==> config.mk <==
export PLATFORM = sky130hd
export DESIGN_NAME = ntm_ctrl
export DESIGN_NICKNAME = d
export VERILOG_FILES = /design/src/ntm_pkg.sv /design/src/ntm_ctrl.sv
export SDC_FILE = /design/constraint.sdc
export NUM_CORES = 1
export LEC_CHECK = 0
export BUFFER_PORTS_ARGS = -buffer_cell sky130_fd_sc_hd__buf_2
export CORE_AREA = 10 10 47 49
export CTS_CLUSTER_DIAMETER = 80
export CTS_CLUSTER_SIZE = 20
export DETAILED_ROUTE_END_ITERATION = 10
export DIE_AREA = 0 0 57 59
export GPL_ROUTABILITY_DRIVEN = 0
export HOLD_SLACK_MARGIN = 0.06
export PLACE_DENSITY = 0.41
export SYNTH_ARGS = -nofsm -noshare
export SYNTH_HDL_FRONTEND = slang
export SYNTH_SLANG_ARGS = --single-unit
export TNS_END_PERCENT = 20
==> constraint.sdc <==
create_clock -name clk_i -period 4.4 [get_ports clk_i]
set_clock_uncertainty 0.15 [all_clocks]
set_input_delay 1.1 -clock clk_i [delete_from_list [all_inputs] [get_ports clk_i]]
set_output_delay 1.1 -clock clk_i [all_outputs]
set_load 0.1 [all_outputs]
==> src/ntm_pkg.sv <==
// ----------------------------------------------------------------------------
// ntm_pkg
// Shared widths, opcodes, controller states and the command and status
// bundles of the nearest timestamp matcher.
// ----------------------------------------------------------------------------
package ntm_pkg;

  localparam int REF_DEPTH_DEF = 4096;
  localparam int STAMP_W       = 63;
  localparam int OP_W          = 2;
  localparam int IDX_W         = 12;
  localparam int CFG_W         = 32;

  localparam logic [CFG_W-1:0] DIFF_LIMIT_RESET = 32'd10000000;

  localparam logic [OP_W-1:0] OP_APPEND = 2'd0;
  localparam logic [OP_W-1:0] OP_QUERY  = 2'd1;
  localparam logic [OP_W-1:0] OP_CLEAR  = 2'd2;
  localparam logic [OP_W-1:0] OP_NOP    = 2'd3;

  typedef enum logic [1:0] {
    ST_IDLE,
    ST_CHECK,
    ST_WALK,
    ST_DONE
  } state_e;

  // controller to datapath
  typedef struct packed {
    logic in_ready;
    logic accept;
    logic check;
    logic walk;
    logic load;
  } cmd_t;

  // datapath to controller
  typedef struct packed {
    logic in_valid;
    logic query_go;
    logic below_first;
    logic grow;
    logic at_end;
    logic out_free;
  } sts_t;

endpackage

==> src/ntm_ctrl.sv <==
// ----------------------------------------------------------------------------
// ntm_ctrl
// Sequencer: accept an item, for a query check the first entry and walk the
// list, hand the result to the output register.
// ----------------------------------------------------------------------------
module ntm_ctrl (
  input  logic          clk_i,
  input  logic          rst_ni,
  input  ntm_pkg::sts_t sts_i,
  output ntm_pkg::cmd_t cmd_o
);

  ntm_pkg::state_e state_q, state_d;

  always_ff @(posedge clk_i or negedge rst_ni) begin
    if (!rst_ni) begin
      state_q <= ntm_pkg::ST_IDLE;
    end else begin
      state_q <= state_d;
    end
  end

  always_comb begin
    state_d = state_q;
    case (state_q)
      ntm_pkg::ST_IDLE: begin
        if (sts_i.in_valid) begin
          state_d = sts_i.query_go ? ntm_pkg::ST_CHECK : ntm_pkg::ST_DONE;
        end
      end
      ntm_pkg::ST_CHECK: begin
        state_d = sts_i.below_first ? ntm_pkg::ST_DONE : ntm_pkg::ST_WALK;
      end
      ntm_pkg::ST_WALK: begin
        if (sts_i.grow || sts_i.at_end) begin
          state_d = ntm_pkg::ST_DONE;
        end
      end
      ntm_pkg::ST_DONE: begin
        if (sts_i.out_free) begin
          state_d = ntm_pkg::ST_IDLE;
        end
      end
      default: state_d = ntm_pkg::ST_IDLE;
    endcase
  end

  always_comb begin
    cmd_o = '0;
    case (state_q)
      ntm_pkg::ST_IDLE: begin
        cmd_o.in_ready = 1'b1;
        cmd_o.accept   = sts_i.in_valid;
      end
      ntm_pkg::ST_CHECK: cmd_o.check = 1'b1;
      ntm_pkg::ST_WALK:  cmd_o.walk  = 1'b1;
      ntm_pkg::ST_DONE:  cmd_o.load  = sts_i.out_free;
      default: cmd_o = '0;
    endcase
  end

endmodule

# Word-level counts from Yosys, hierarchy flattened
# Index checks and enable logic that the tools add are counted.
# Widths: inputs -> output; s select.
# word_totals
regBits	2
elab_cells	20
output_inout_bits	5
input_bits	8
# op_classes
reduce_logical	3
n_eq_ne	6
n_mux	10
# ops
operator	n
$mux 2	5
$pmux 2 s4	1
$ne 2x2->1 const B	3
$eq 2x2->1 const B	2
$mux 1	4
$reduce_and 3->1	1
$eq 2x1->1 const B	1
$logic_not 2->1	1
$logic_or 1x1->1	1

# Longest topological paths before layout
# Gate-level depths: netlist of the first run.
# depth
word_depth	3
depth_mapped	6
ltp_nobuf	6

# Least setup slack after synthesis of the first run
# Ideal clock, no wire load.
# synth_path
kind	register to output
start	register state_q[0]
end	output port cmd_o[3] (netlist name)
path_buffers	0
t_required_ps	3150
stages_incl_launch_ff	4
arrival_ps	2012
setup_slack_ps	1138
path_cell_list	dfrtp_1 > inv_1 > ha_1 > and2_2
# synth_lines
element	line_no	text
start, declared	ntm_ctrl.sv:13	ntm_pkg::state_e state_q, state_d;
start signal, assigned	ntm_ctrl.sv:17	state_q <= ntm_pkg::ST_IDLE;
start signal, assigned	ntm_ctrl.sv:19	state_q <= state_d;
end, declared	ntm_ctrl.sv:10	output ntm_pkg::cmd_t cmd_o

==> results of run 1 <==
[cells in the mapped netlist]
cell type	number	share of area, %
inv_1	5	9.6
and2_1	1	3.2
o22a_1	1	4.5
dfrtp_1	2	25
o21ai_0	1	2.5
and2_2	1	3.8
nor3b_1	1	3.8
nand2_1	2	3.8
a221oi_2	1	7.6
ha_1	4	25
a31oi_1	1	3.2
nor2_1	1	1.9
mux2i_1	1	5.1
[path summary, 6_finish.rpt]
path / startpoint / to / slack, ns / cells after the start
setup / recovery: sts_i[5] / cmd_o[3] / 1.42 / 3
hold / removal: state_q[0]$_DFFE_PN0P_ / state_q[0]$_DFFE_PN0P_ / 0.48 / 1
setup reg to reg: state_q[0]$_DFFE_PN0P_ / state_q[0]$_DFFE_PN0P_ / 2.64 / 5
hold reg to reg: state_q[0]$_DFFE_PN0P_ / state_q[0]$_DFFE_PN0P_ / 0.48 / 1
max in group asynchronous: rst_ni / state_q[0]$_DFFE_PN0P_ / 3.50 / 1
min in group asynchronous: rst_ni / state_q[1]$_DFFE_PN0P_ / 0.50 / 1
[layout by cell type, fill, tap and decap left out, types with 2 or more instances in the layout]
cell type / n
nand2_1: 2
dfrtp_1: 2
inv_1: 5
ha_1: 4
buf_2: 12
clkbuf_4: 3
[layer usage]
| layer | part of all wire [%] | vias up | GRT usage (%) |
|---|---|---|---|
| met1 | 45 | 75 | 3.46 |
| met5 | 0 | - | 0 |
| met2 | 34 | 15 | 3.41 |
| met4 | 0 | 0 | 4.03 |
| li1 | - | 102 | - |
| met3 | 21 | 0 | 2.79 |
[area by class of cell]
class	instances	area, um2
Clock buffer	3	22.5
Multi-Input combinational cell	15	128
Timing Repair Buffer	12	60.1
Tap cell	16	20.0
Inverter	5	18.8
Fill cell	164	1100
Sequential cell	2	50.0
[cells by family after synthesis]
group	share of synthesized area, %
AO/OA/AOI/OAI	17.8
adder cells (fa/ha/maj)	25.5
buffers and inverters	9.56
flip-flops	25.5
multiplexers	5.10
AND/OR/NAND/NOR	16.6
[worst reg2reg max path: stages (launching register included)]
cell	delay, ns
dfrtp_1	0.42
inv_1	0.09
ha_1	0.27
a221oi_2	0.38
a31oi_1	0.14
o22a_1	0.19
[stage by stage]
stage	hold WS (ns)	area (um2)
2_1_floorplan	0.427	196
3_3_place_gp	0.492	277
3_5_place_dp	0.483	277
4_1_cts	0.487	299
5_1_grt	0.499	299
6_report	0.480	299
==> out/metrics.yaml, run 1 <==
timing:
  rsz0062_at_grt: "false"
  slew_headroom_pct: 67.4
  worst_slew_pin_slew_ns: 0.492
  period_needed_ns: 2.98
  hold_viol: 0
  setup_viol: 0
  fmax_mhz: 336
  finalCritPeriodShare_pct: 67.7
  setup_tns_ns: 0
  setup_ws_ns: 1.42
  drv_slew: 0
synthesis:
  synth-seq-area-share_pct: 25.5
  ys_types: 13
  netlist_instances: 22
  ys_ff_latch: 2
  yosysWarnings: 0
  synthesis.area_um2: 196
  syn_avg_cell_area_um2: 8.93
  syn_nets: 34
critical_path:
  cp-start-kind: "primary input"
  worstPathArrival_ns: 1.73
  cp.required_ns: 3.15
  path_max_fanout: 2
  crit_chain: "buf_2 -> and2_2 -> buf_2"
  path_common_cell: "buf_2"
  critPathTopFamily: "buffers and inverters"
  critPathSlowestCell: "buf_2"
  critPathKind: "in -> out"
  crit_path_end_kind: "output pin"
  crit_buf_inv: 2
  critical-path-max-stage-delay_ns: 0.42
route:
  drtPass1Iterations: 4
  first_iter_violations: 4
  route.vias.total: 192
  wire_per_inst_um: 10.0
  ant_nets: 0
  drc: 0
  routed_wl_um: 531
  viasPerCell: 3.62
placement:
  post-place-ws_ns: 1.42
  dp.cells: 50
  io_buffers: 12
  dp_hpwl_um: 444
cts:
  clock_path_buffers: 2
  cts.sinks: 2
  cts_tree: "built"
  htree_num_levels: 1
  cts_resized: 0
  clk_pin_slew_ns: 0.03
  cts_inserted_buffers: 3
  clock_latency_ns: 0.22
  cts-root-buf: "clkbuf_4"
  postCtsSetupBuffers: 0
  postCtsHoldBufs: 0
flow_run:
  drv_cap: 0
outcome:
  status: "finished clean"
floorplanning:
  rows: 14
  core_area_um2: 1400
  die_h_um: 59
  pin_count: 13
  start_util_pct: 14.0
  die_area_um2: 3360
  die_w_um: 57
global_routing:
  grt_max_degree: 7
  grt_pass1_wl_um: 848
  grtUsageTotal_pct: 3.29
  first_global_vias: 222
  grt-ovfl-total: 0
  grt_antenna_before_repair: 0
layout:
  synthToLayoutAreaGrowth_pct: 52.2
  layout.nets: 51
  drive_gt1_share_pct: 45.9
  finalNonFillerCells: 53
  top_register: "state_q"
  fin_util_pct: 21.3
  reg_top3: "state_q: 2 flops"
  antenna_cells: 0
  largest_reg_flops: 2
min_path:
  min_path_type: "reg -> reg"
Power of run 1 is not shown: default switching activity piles up to over one toggle a cycle in this logic, so the estimate is an artifact.
==> inputs of run 2 (changes only) <==
--- a/config.mk
+++ b/config.mk
@@ -13,7 +13,7 @@
 export DIE_AREA = 0 0 57 59
 export GPL_ROUTABILITY_DRIVEN = 0
 export HOLD_SLACK_MARGIN = 0.06
-export PLACE_DENSITY = 0.41
+export PLACE_DENSITY = 0.42
 export SYNTH_ARGS = -nofsm -noshare
 export SYNTH_HDL_FRONTEND = slang
 export SYNTH_SLANG_ARGS = --single-unit
==> constraint.sdc (replaced) <==
create_clock -name clk_i -period 2.7 [get_ports clk_i]
set_clock_uncertainty 0.15 [all_clocks]
set_input_delay 0.675 -clock clk_i [delete_from_list [all_inputs] [get_ports clk_i]]
set_output_delay 0.675 -clock clk_i [all_outputs]
set_load 0.1 [all_outputs]
==> run 2 against run 1 <==
Wire length fell by 2.6%. Die area did not move. Global-route usage fell by 0.092 points. Sequential share of layout area fell by 0.14 points. Highest routed layer unchanged.
==> out/metrics.yaml, run 2 (same netlist as run 1, synthesis figures left out) <==
timing:
  period_needed_ns: 2.36
  setup_viol: 0  # unchanged
  finalCritPeriodShare_pct: 87.4
  hold_slack_ns: 0.0821  # -0.398 ns
  drv_slew: 0  # unchanged
  fmax_mhz: 424
  worst_slew_pin_slew_ns: 0.491  # -0.00162 ns
  rsz0062_at_grt: "false"
  setup_tns_ns: 0  # unchanged
  slew_headroom_pct: 67.5  # +0.11 points
  hold_viol: 0  # unchanged
flow_run:
  drv_cap: 0  # unchanged
cts:
  cts_tree: "built"
  postCtsSetupBuffers: 0  # unchanged
  clock_latency_ns: 0.22  # about the same
  htree_num_levels: 1  # unchanged
  cts.sinks: 2  # unchanged
  cts_inserted_buffers: 3  # unchanged
  postCtsHoldBufs: 0  # unchanged
  clk_pin_slew_ns: 0.03  # about the same
  clock_path_buffers: 2  # unchanged
  cts_resized: 0  # unchanged
  cts-root-buf: "clkbuf_4"
placement:
  io_buffers: 12  # unchanged
  dp_hpwl_um: 431  # -2.9%
  placed_area_um2: 279  # +0.91%
critical_path:
  crit_path_end_kind: "output pin"
  critPathKind: "reg -> out"
  cp-start-kind: "flop"
  cp.required_ns: 1.88  # -1.27 ns
  path_max_fanout: 6  # +4
  worstPathArrival_ns: 1.54  # -0.19 ns
route:
  ant_nets: 0  # unchanged
  route.vias.total: 192  # unchanged
  viasPerCell: 3.62  # unchanged
  wire_per_inst_um: 9.75  # -2.6%
  drtPass1Iterations: 2  # -2
  first_iter_violations: 2  # -2
  routed_wl_um: 517  # -2.6%
  drc: 0  # unchanged
floorplanning:
  start_util_pct: 14.0  # unchanged
  die_h_um: 59  # unchanged
  pin_count: 13  # unchanged
  die_area_um2: 3360  # unchanged
  rows: 14  # unchanged
  die_w_um: 57  # unchanged
  core_area_um2: 1400  # unchanged
global_routing:
  grt_max_degree: 7  # unchanged
  grt_pass1_wl_um: 793  # -6.5%
  grt-ovfl-total: 0  # unchanged
  grtUsageTotal_pct: 3.20  # -0.092 points
  first_global_vias: 192  # -14%
  grt_antenna_before_repair: 0  # unchanged
layout:
  multiInputGateArea_um2: 130  # +2.0%
  regArea_um2: 50.0  # unchanged
  fillCellCount: 161  # -1.8%
  largest_reg_flops: 2  # unchanged
  antenna_cells: 0  # unchanged
  final_common_cell: "buf_2"
  layout_common_cells: "buf_2 (12), inv_1 (5), ha_1 (3), clkbuf_4 (3)"
  reg_top3: "state_q: 2 flops"
  fin_util_pct: 21.5  # +0.18 points
  top_register: "state_q"
  drive_gt1_share_pct: 48.6  # +2.7 points
  final_cell_area_um2: 302  # +0.84%
  synthToLayoutAreaGrowth_pct: 53.5
  layout.nets: 51  # unchanged
outcome:
  status: "finished clean"
min_path:
  min_path_type: "in -> async"
[run 2: path summary, 6_finish.rpt]
| kind | startpoint | endpoint | slack [ns] | cells past startpoint |
|---|---|---|---|---|
| min in group clk_i | state_q[0]$_DFFE_PN0P_ | state_q[0]$_DFFE_PN0P_ | 0.48 | 1 |
| max in group asynchronous | rst_ni | state_q[0]$_DFFE_PN0P_ | 2.22 | 1 |
| worst min-delay path | rst_ni | state_q[1]$_DFFE_PN0P_ | 0.08 | 1 |
| worst max-delay path | state_q[0]$_DFFE_PN0P_ | cmd_o[3] | 0.34 | 4 |
| worst min register to register | state_q[0]$_DFFE_PN0P_ | state_q[0]$_DFFE_PN0P_ | 0.48 | 1 |
| worst max register to register | state_q[0]$_DFFE_PN0P_ | state_q[0]$_DFFE_PN0P_ | 0.98 | 6 |
[run 2: metrics by stage]
step / worst slack, ns / instances
after floorplan: 0.227 / 22
after global placement: 0.554 / 50
after detailed placement: 0.559 / 50
after CTS: 0.317 / 53
after global routing: 0.256 / 53
final: 0.339 / 53
[run 2: critical path: stages (launching register included)]
cell and delay [ns]:
dfrtp_1 0.42, inv_1 0.10, ha_2 0.23, and2_2 0.14, buf_2 0.41
[run 2: layer usage]
layer,wire [um],GRT usage [%],share of wire [%]
met2,185,2.64,36
met4,0,4.03,0
met3,79,3.22,15
met5,0,0,0
met1,252,3.56,49
[run 2: cell type report]
class | instances | share of cell area (%)
tap | 16 | 6.64
inverter | 5 | 6.22
clock buffer | 3 | 7.47
multi-input combinational | 15 | 43.2
sequential | 2 | 16.6
timing repair buffer | 12 | 19.9
Power of run 2 is left out for the same reason.
==> inputs of run 3 (changes only) <==
--- a/config.mk
+++ b/config.mk
@@ -14,6 +14,7 @@
 export GPL_ROUTABILITY_DRIVEN = 0
 export HOLD_SLACK_MARGIN = 0.06
 export PLACE_DENSITY = 0.42
+export REMOVE_ABC_BUFFERS = 1
 export SYNTH_ARGS = -nofsm -noshare
 export SYNTH_HDL_FRONTEND = slang
 export SYNTH_SLANG_ARGS = --single-unit
==> run 3 against run 2 <==
Sequential share of layout area grew 0.14 points. Cell count unchanged. Non-clock buffer count is the same. Cell area fell by 0.83%. Critical path type unchanged. Largest cell class unchanged.
==> out/metrics.yaml, run 3 (same netlist as run 1, synthesis figures left out) <==
outcome:
  status: "finished clean"
layout:
  synthToLayoutAreaGrowth_pct: 52.2
  largest_reg_flops: 2  # unchanged
  final_common_cell: "buf_2"
  reg_top3: "state_q: 2 flops"
  layout_common_cells: "buf_2 (12), inv_1 (5), ha_1 (4)"
  antenna_cells: 0  # unchanged
  drive_gt1_share_pct: 45.9  # -2.7 points
  layout.nets: 51  # unchanged
  top_register: "state_q"
timing:
  rsz0062_at_grt: "false"
  hold_viol: 0  # unchanged
  setup_viol: 0  # unchanged
  fmax_mhz: 409  # -3.5%
  worst_slew_pin_slew_ns: 0.494  # +0.00310 ns
  slew_headroom_pct: 67.3  # -0.21 points
  drv_slew: 0  # unchanged
  setup_tns_ns: 0  # unchanged
  period_needed_ns: 2.45  # +0.0847 ns
  finalCritPeriodShare_pct: 90.6  # +3.1 points
floorplanning:
  die_w_um: 57  # unchanged
  core_area_um2: 1400  # unchanged
  die_h_um: 59  # unchanged
  start_util_pct: 14.0  # unchanged
  rows: 14  # unchanged
  pin_count: 13  # unchanged
  die_area_um2: 3360  # unchanged
critical_path:
  path_max_fanout: 6  # unchanged
  critPathKind: "reg -> out"
  cp-start-kind: "flop"
  worstPathArrival_ns: 1.62  # +0.08 ns
  crit_chain: "inv_1 -> ha_1 -> and2_2 -> buf_2"
  critPathSlowestCell: "dfrtp_1"
  crit_path_end_kind: "output pin"
  critical-path-max-stage-delay_ns: 0.42  # about the same
  cp.required_ns: 1.88  # about the same
  reg2reg_depth: 5  # -1
global_routing:
  grt_pass1_wl_um: 890  # +12%
  grtUsageTotal_pct: 3.46  # +0.26 points
  grt-ovfl-total: 0  # unchanged
  first_global_vias: 202  # +5.2%
  grt_max_degree: 7  # unchanged
  grt_antenna_before_repair: 0  # unchanged
route:
  route.vias.total: 194  # +1.0%
  drc: 0  # unchanged
  viasPerCell: 3.66  # +1.0%
  first_iter_violations: 1  # -1
  routed_wl_um: 526  # +1.7%
  ant_nets: 0  # unchanged
  drtPass1Iterations: 2  # unchanged
  wire_per_inst_um: 9.92  # +1.7%
cts:
  cts_inserted_buffers: 3  # unchanged
  clk_pin_slew_ns: 0.03  # about the same
  postCtsHoldBufs: 0  # unchanged
  cts_resized: 0  # unchanged
  htree_num_levels: 1  # unchanged
  cts-root-buf: "clkbuf_4"
  cts.sinks: 2  # unchanged
  postCtsSetupBuffers: 0  # unchanged
  clock_path_buffers: 2  # unchanged
  clock_latency_ns: 0.22  # about the same
  cts_tree: "built"
placement:
  io_buffers: 12  # unchanged
  dp_hpwl_um: 447  # +3.6%
min_path:
  min_path_type: "in -> async"
flow_run:
  drv_cap: 0  # unchanged
[run 3: cell types whose count changed in the layout (fill, tap and decap cells not counted)]
cell / before / now
ha_1: 3 / 4
ha_2: 1 / 0
[run 3: worst paths after layout]
kind                                         from                endpoint  slack [ns]
max                        state_q[0]$_DFFE_PN0P_                cmd_o[3]        0.25
min                                        rst_ni  state_q[0]$_DFFE_PN0P_        0.08
max reg2reg                state_q[0]$_DFFE_PN0P_  state_q[0]$_DFFE_PN0P_        0.93
min reg2reg                state_q[0]$_DFFE_PN0P_  state_q[0]$_DFFE_PN0P_        0.47
max in group asynchronous                  rst_ni  state_q[1]$_DFFE_PN0P_        2.22
min in group clk_i         state_q[0]$_DFFE_PN0P_  state_q[0]$_DFFE_PN0P_        0.47
[run 3: metal layers]
| metal | vias up | part of all wire, % | wire length, um | GRT usage [%] |
|---|---|---|---|---|
| met2 | 13 | 26 | 139 | 2.95 |
| met3 | 0 | 17 | 90 | 3.86 |
| met5 | - | 0 | 0 | 0 |
| li1 | 103 | - | - | - |
| met4 | 0 | 0 | 0 | 2.01 |
| met1 | 78 | 56 | 296 | 4.41 |
[run 3: cell type report]
| cell class | count | area (um2) |
|---|---|---|
| sequential | 2 | 50.0 |
| clock buffer | 3 | 22.5 |
| inverter | 5 | 18.8 |
| tap | 16 | 20.0 |
| timing repair buffer | 12 | 60.1 |
| multi-input combinational | 15 | 128 |
| fill | 171 | 1100 |
[run 3: worst max-delay path, delay by kind of cell (launching register included)]
kind          cells  cell delay, ns
fa+ha+maj         1            0.28
flops             1            0.42
buf+inv           2            0.52
simple gates      1            0.17
[run 3: through the flow]
step	hold slack (ns)	setup slack, ns	std cells	area [um2]	utilization, %
floorplan	0.229	-0.137	22	196	-
global placement	0.312	0.489	50	277	19.7
detailed placement	0.311	0.470	50	277	19.7
CTS	0.0696	0.228	53	299	21.3
global route	0.0661	0.139	53	299	21.3
finish	0.0771	0.254	53	299	21.3
Power of run 3 is left out for the same reason.
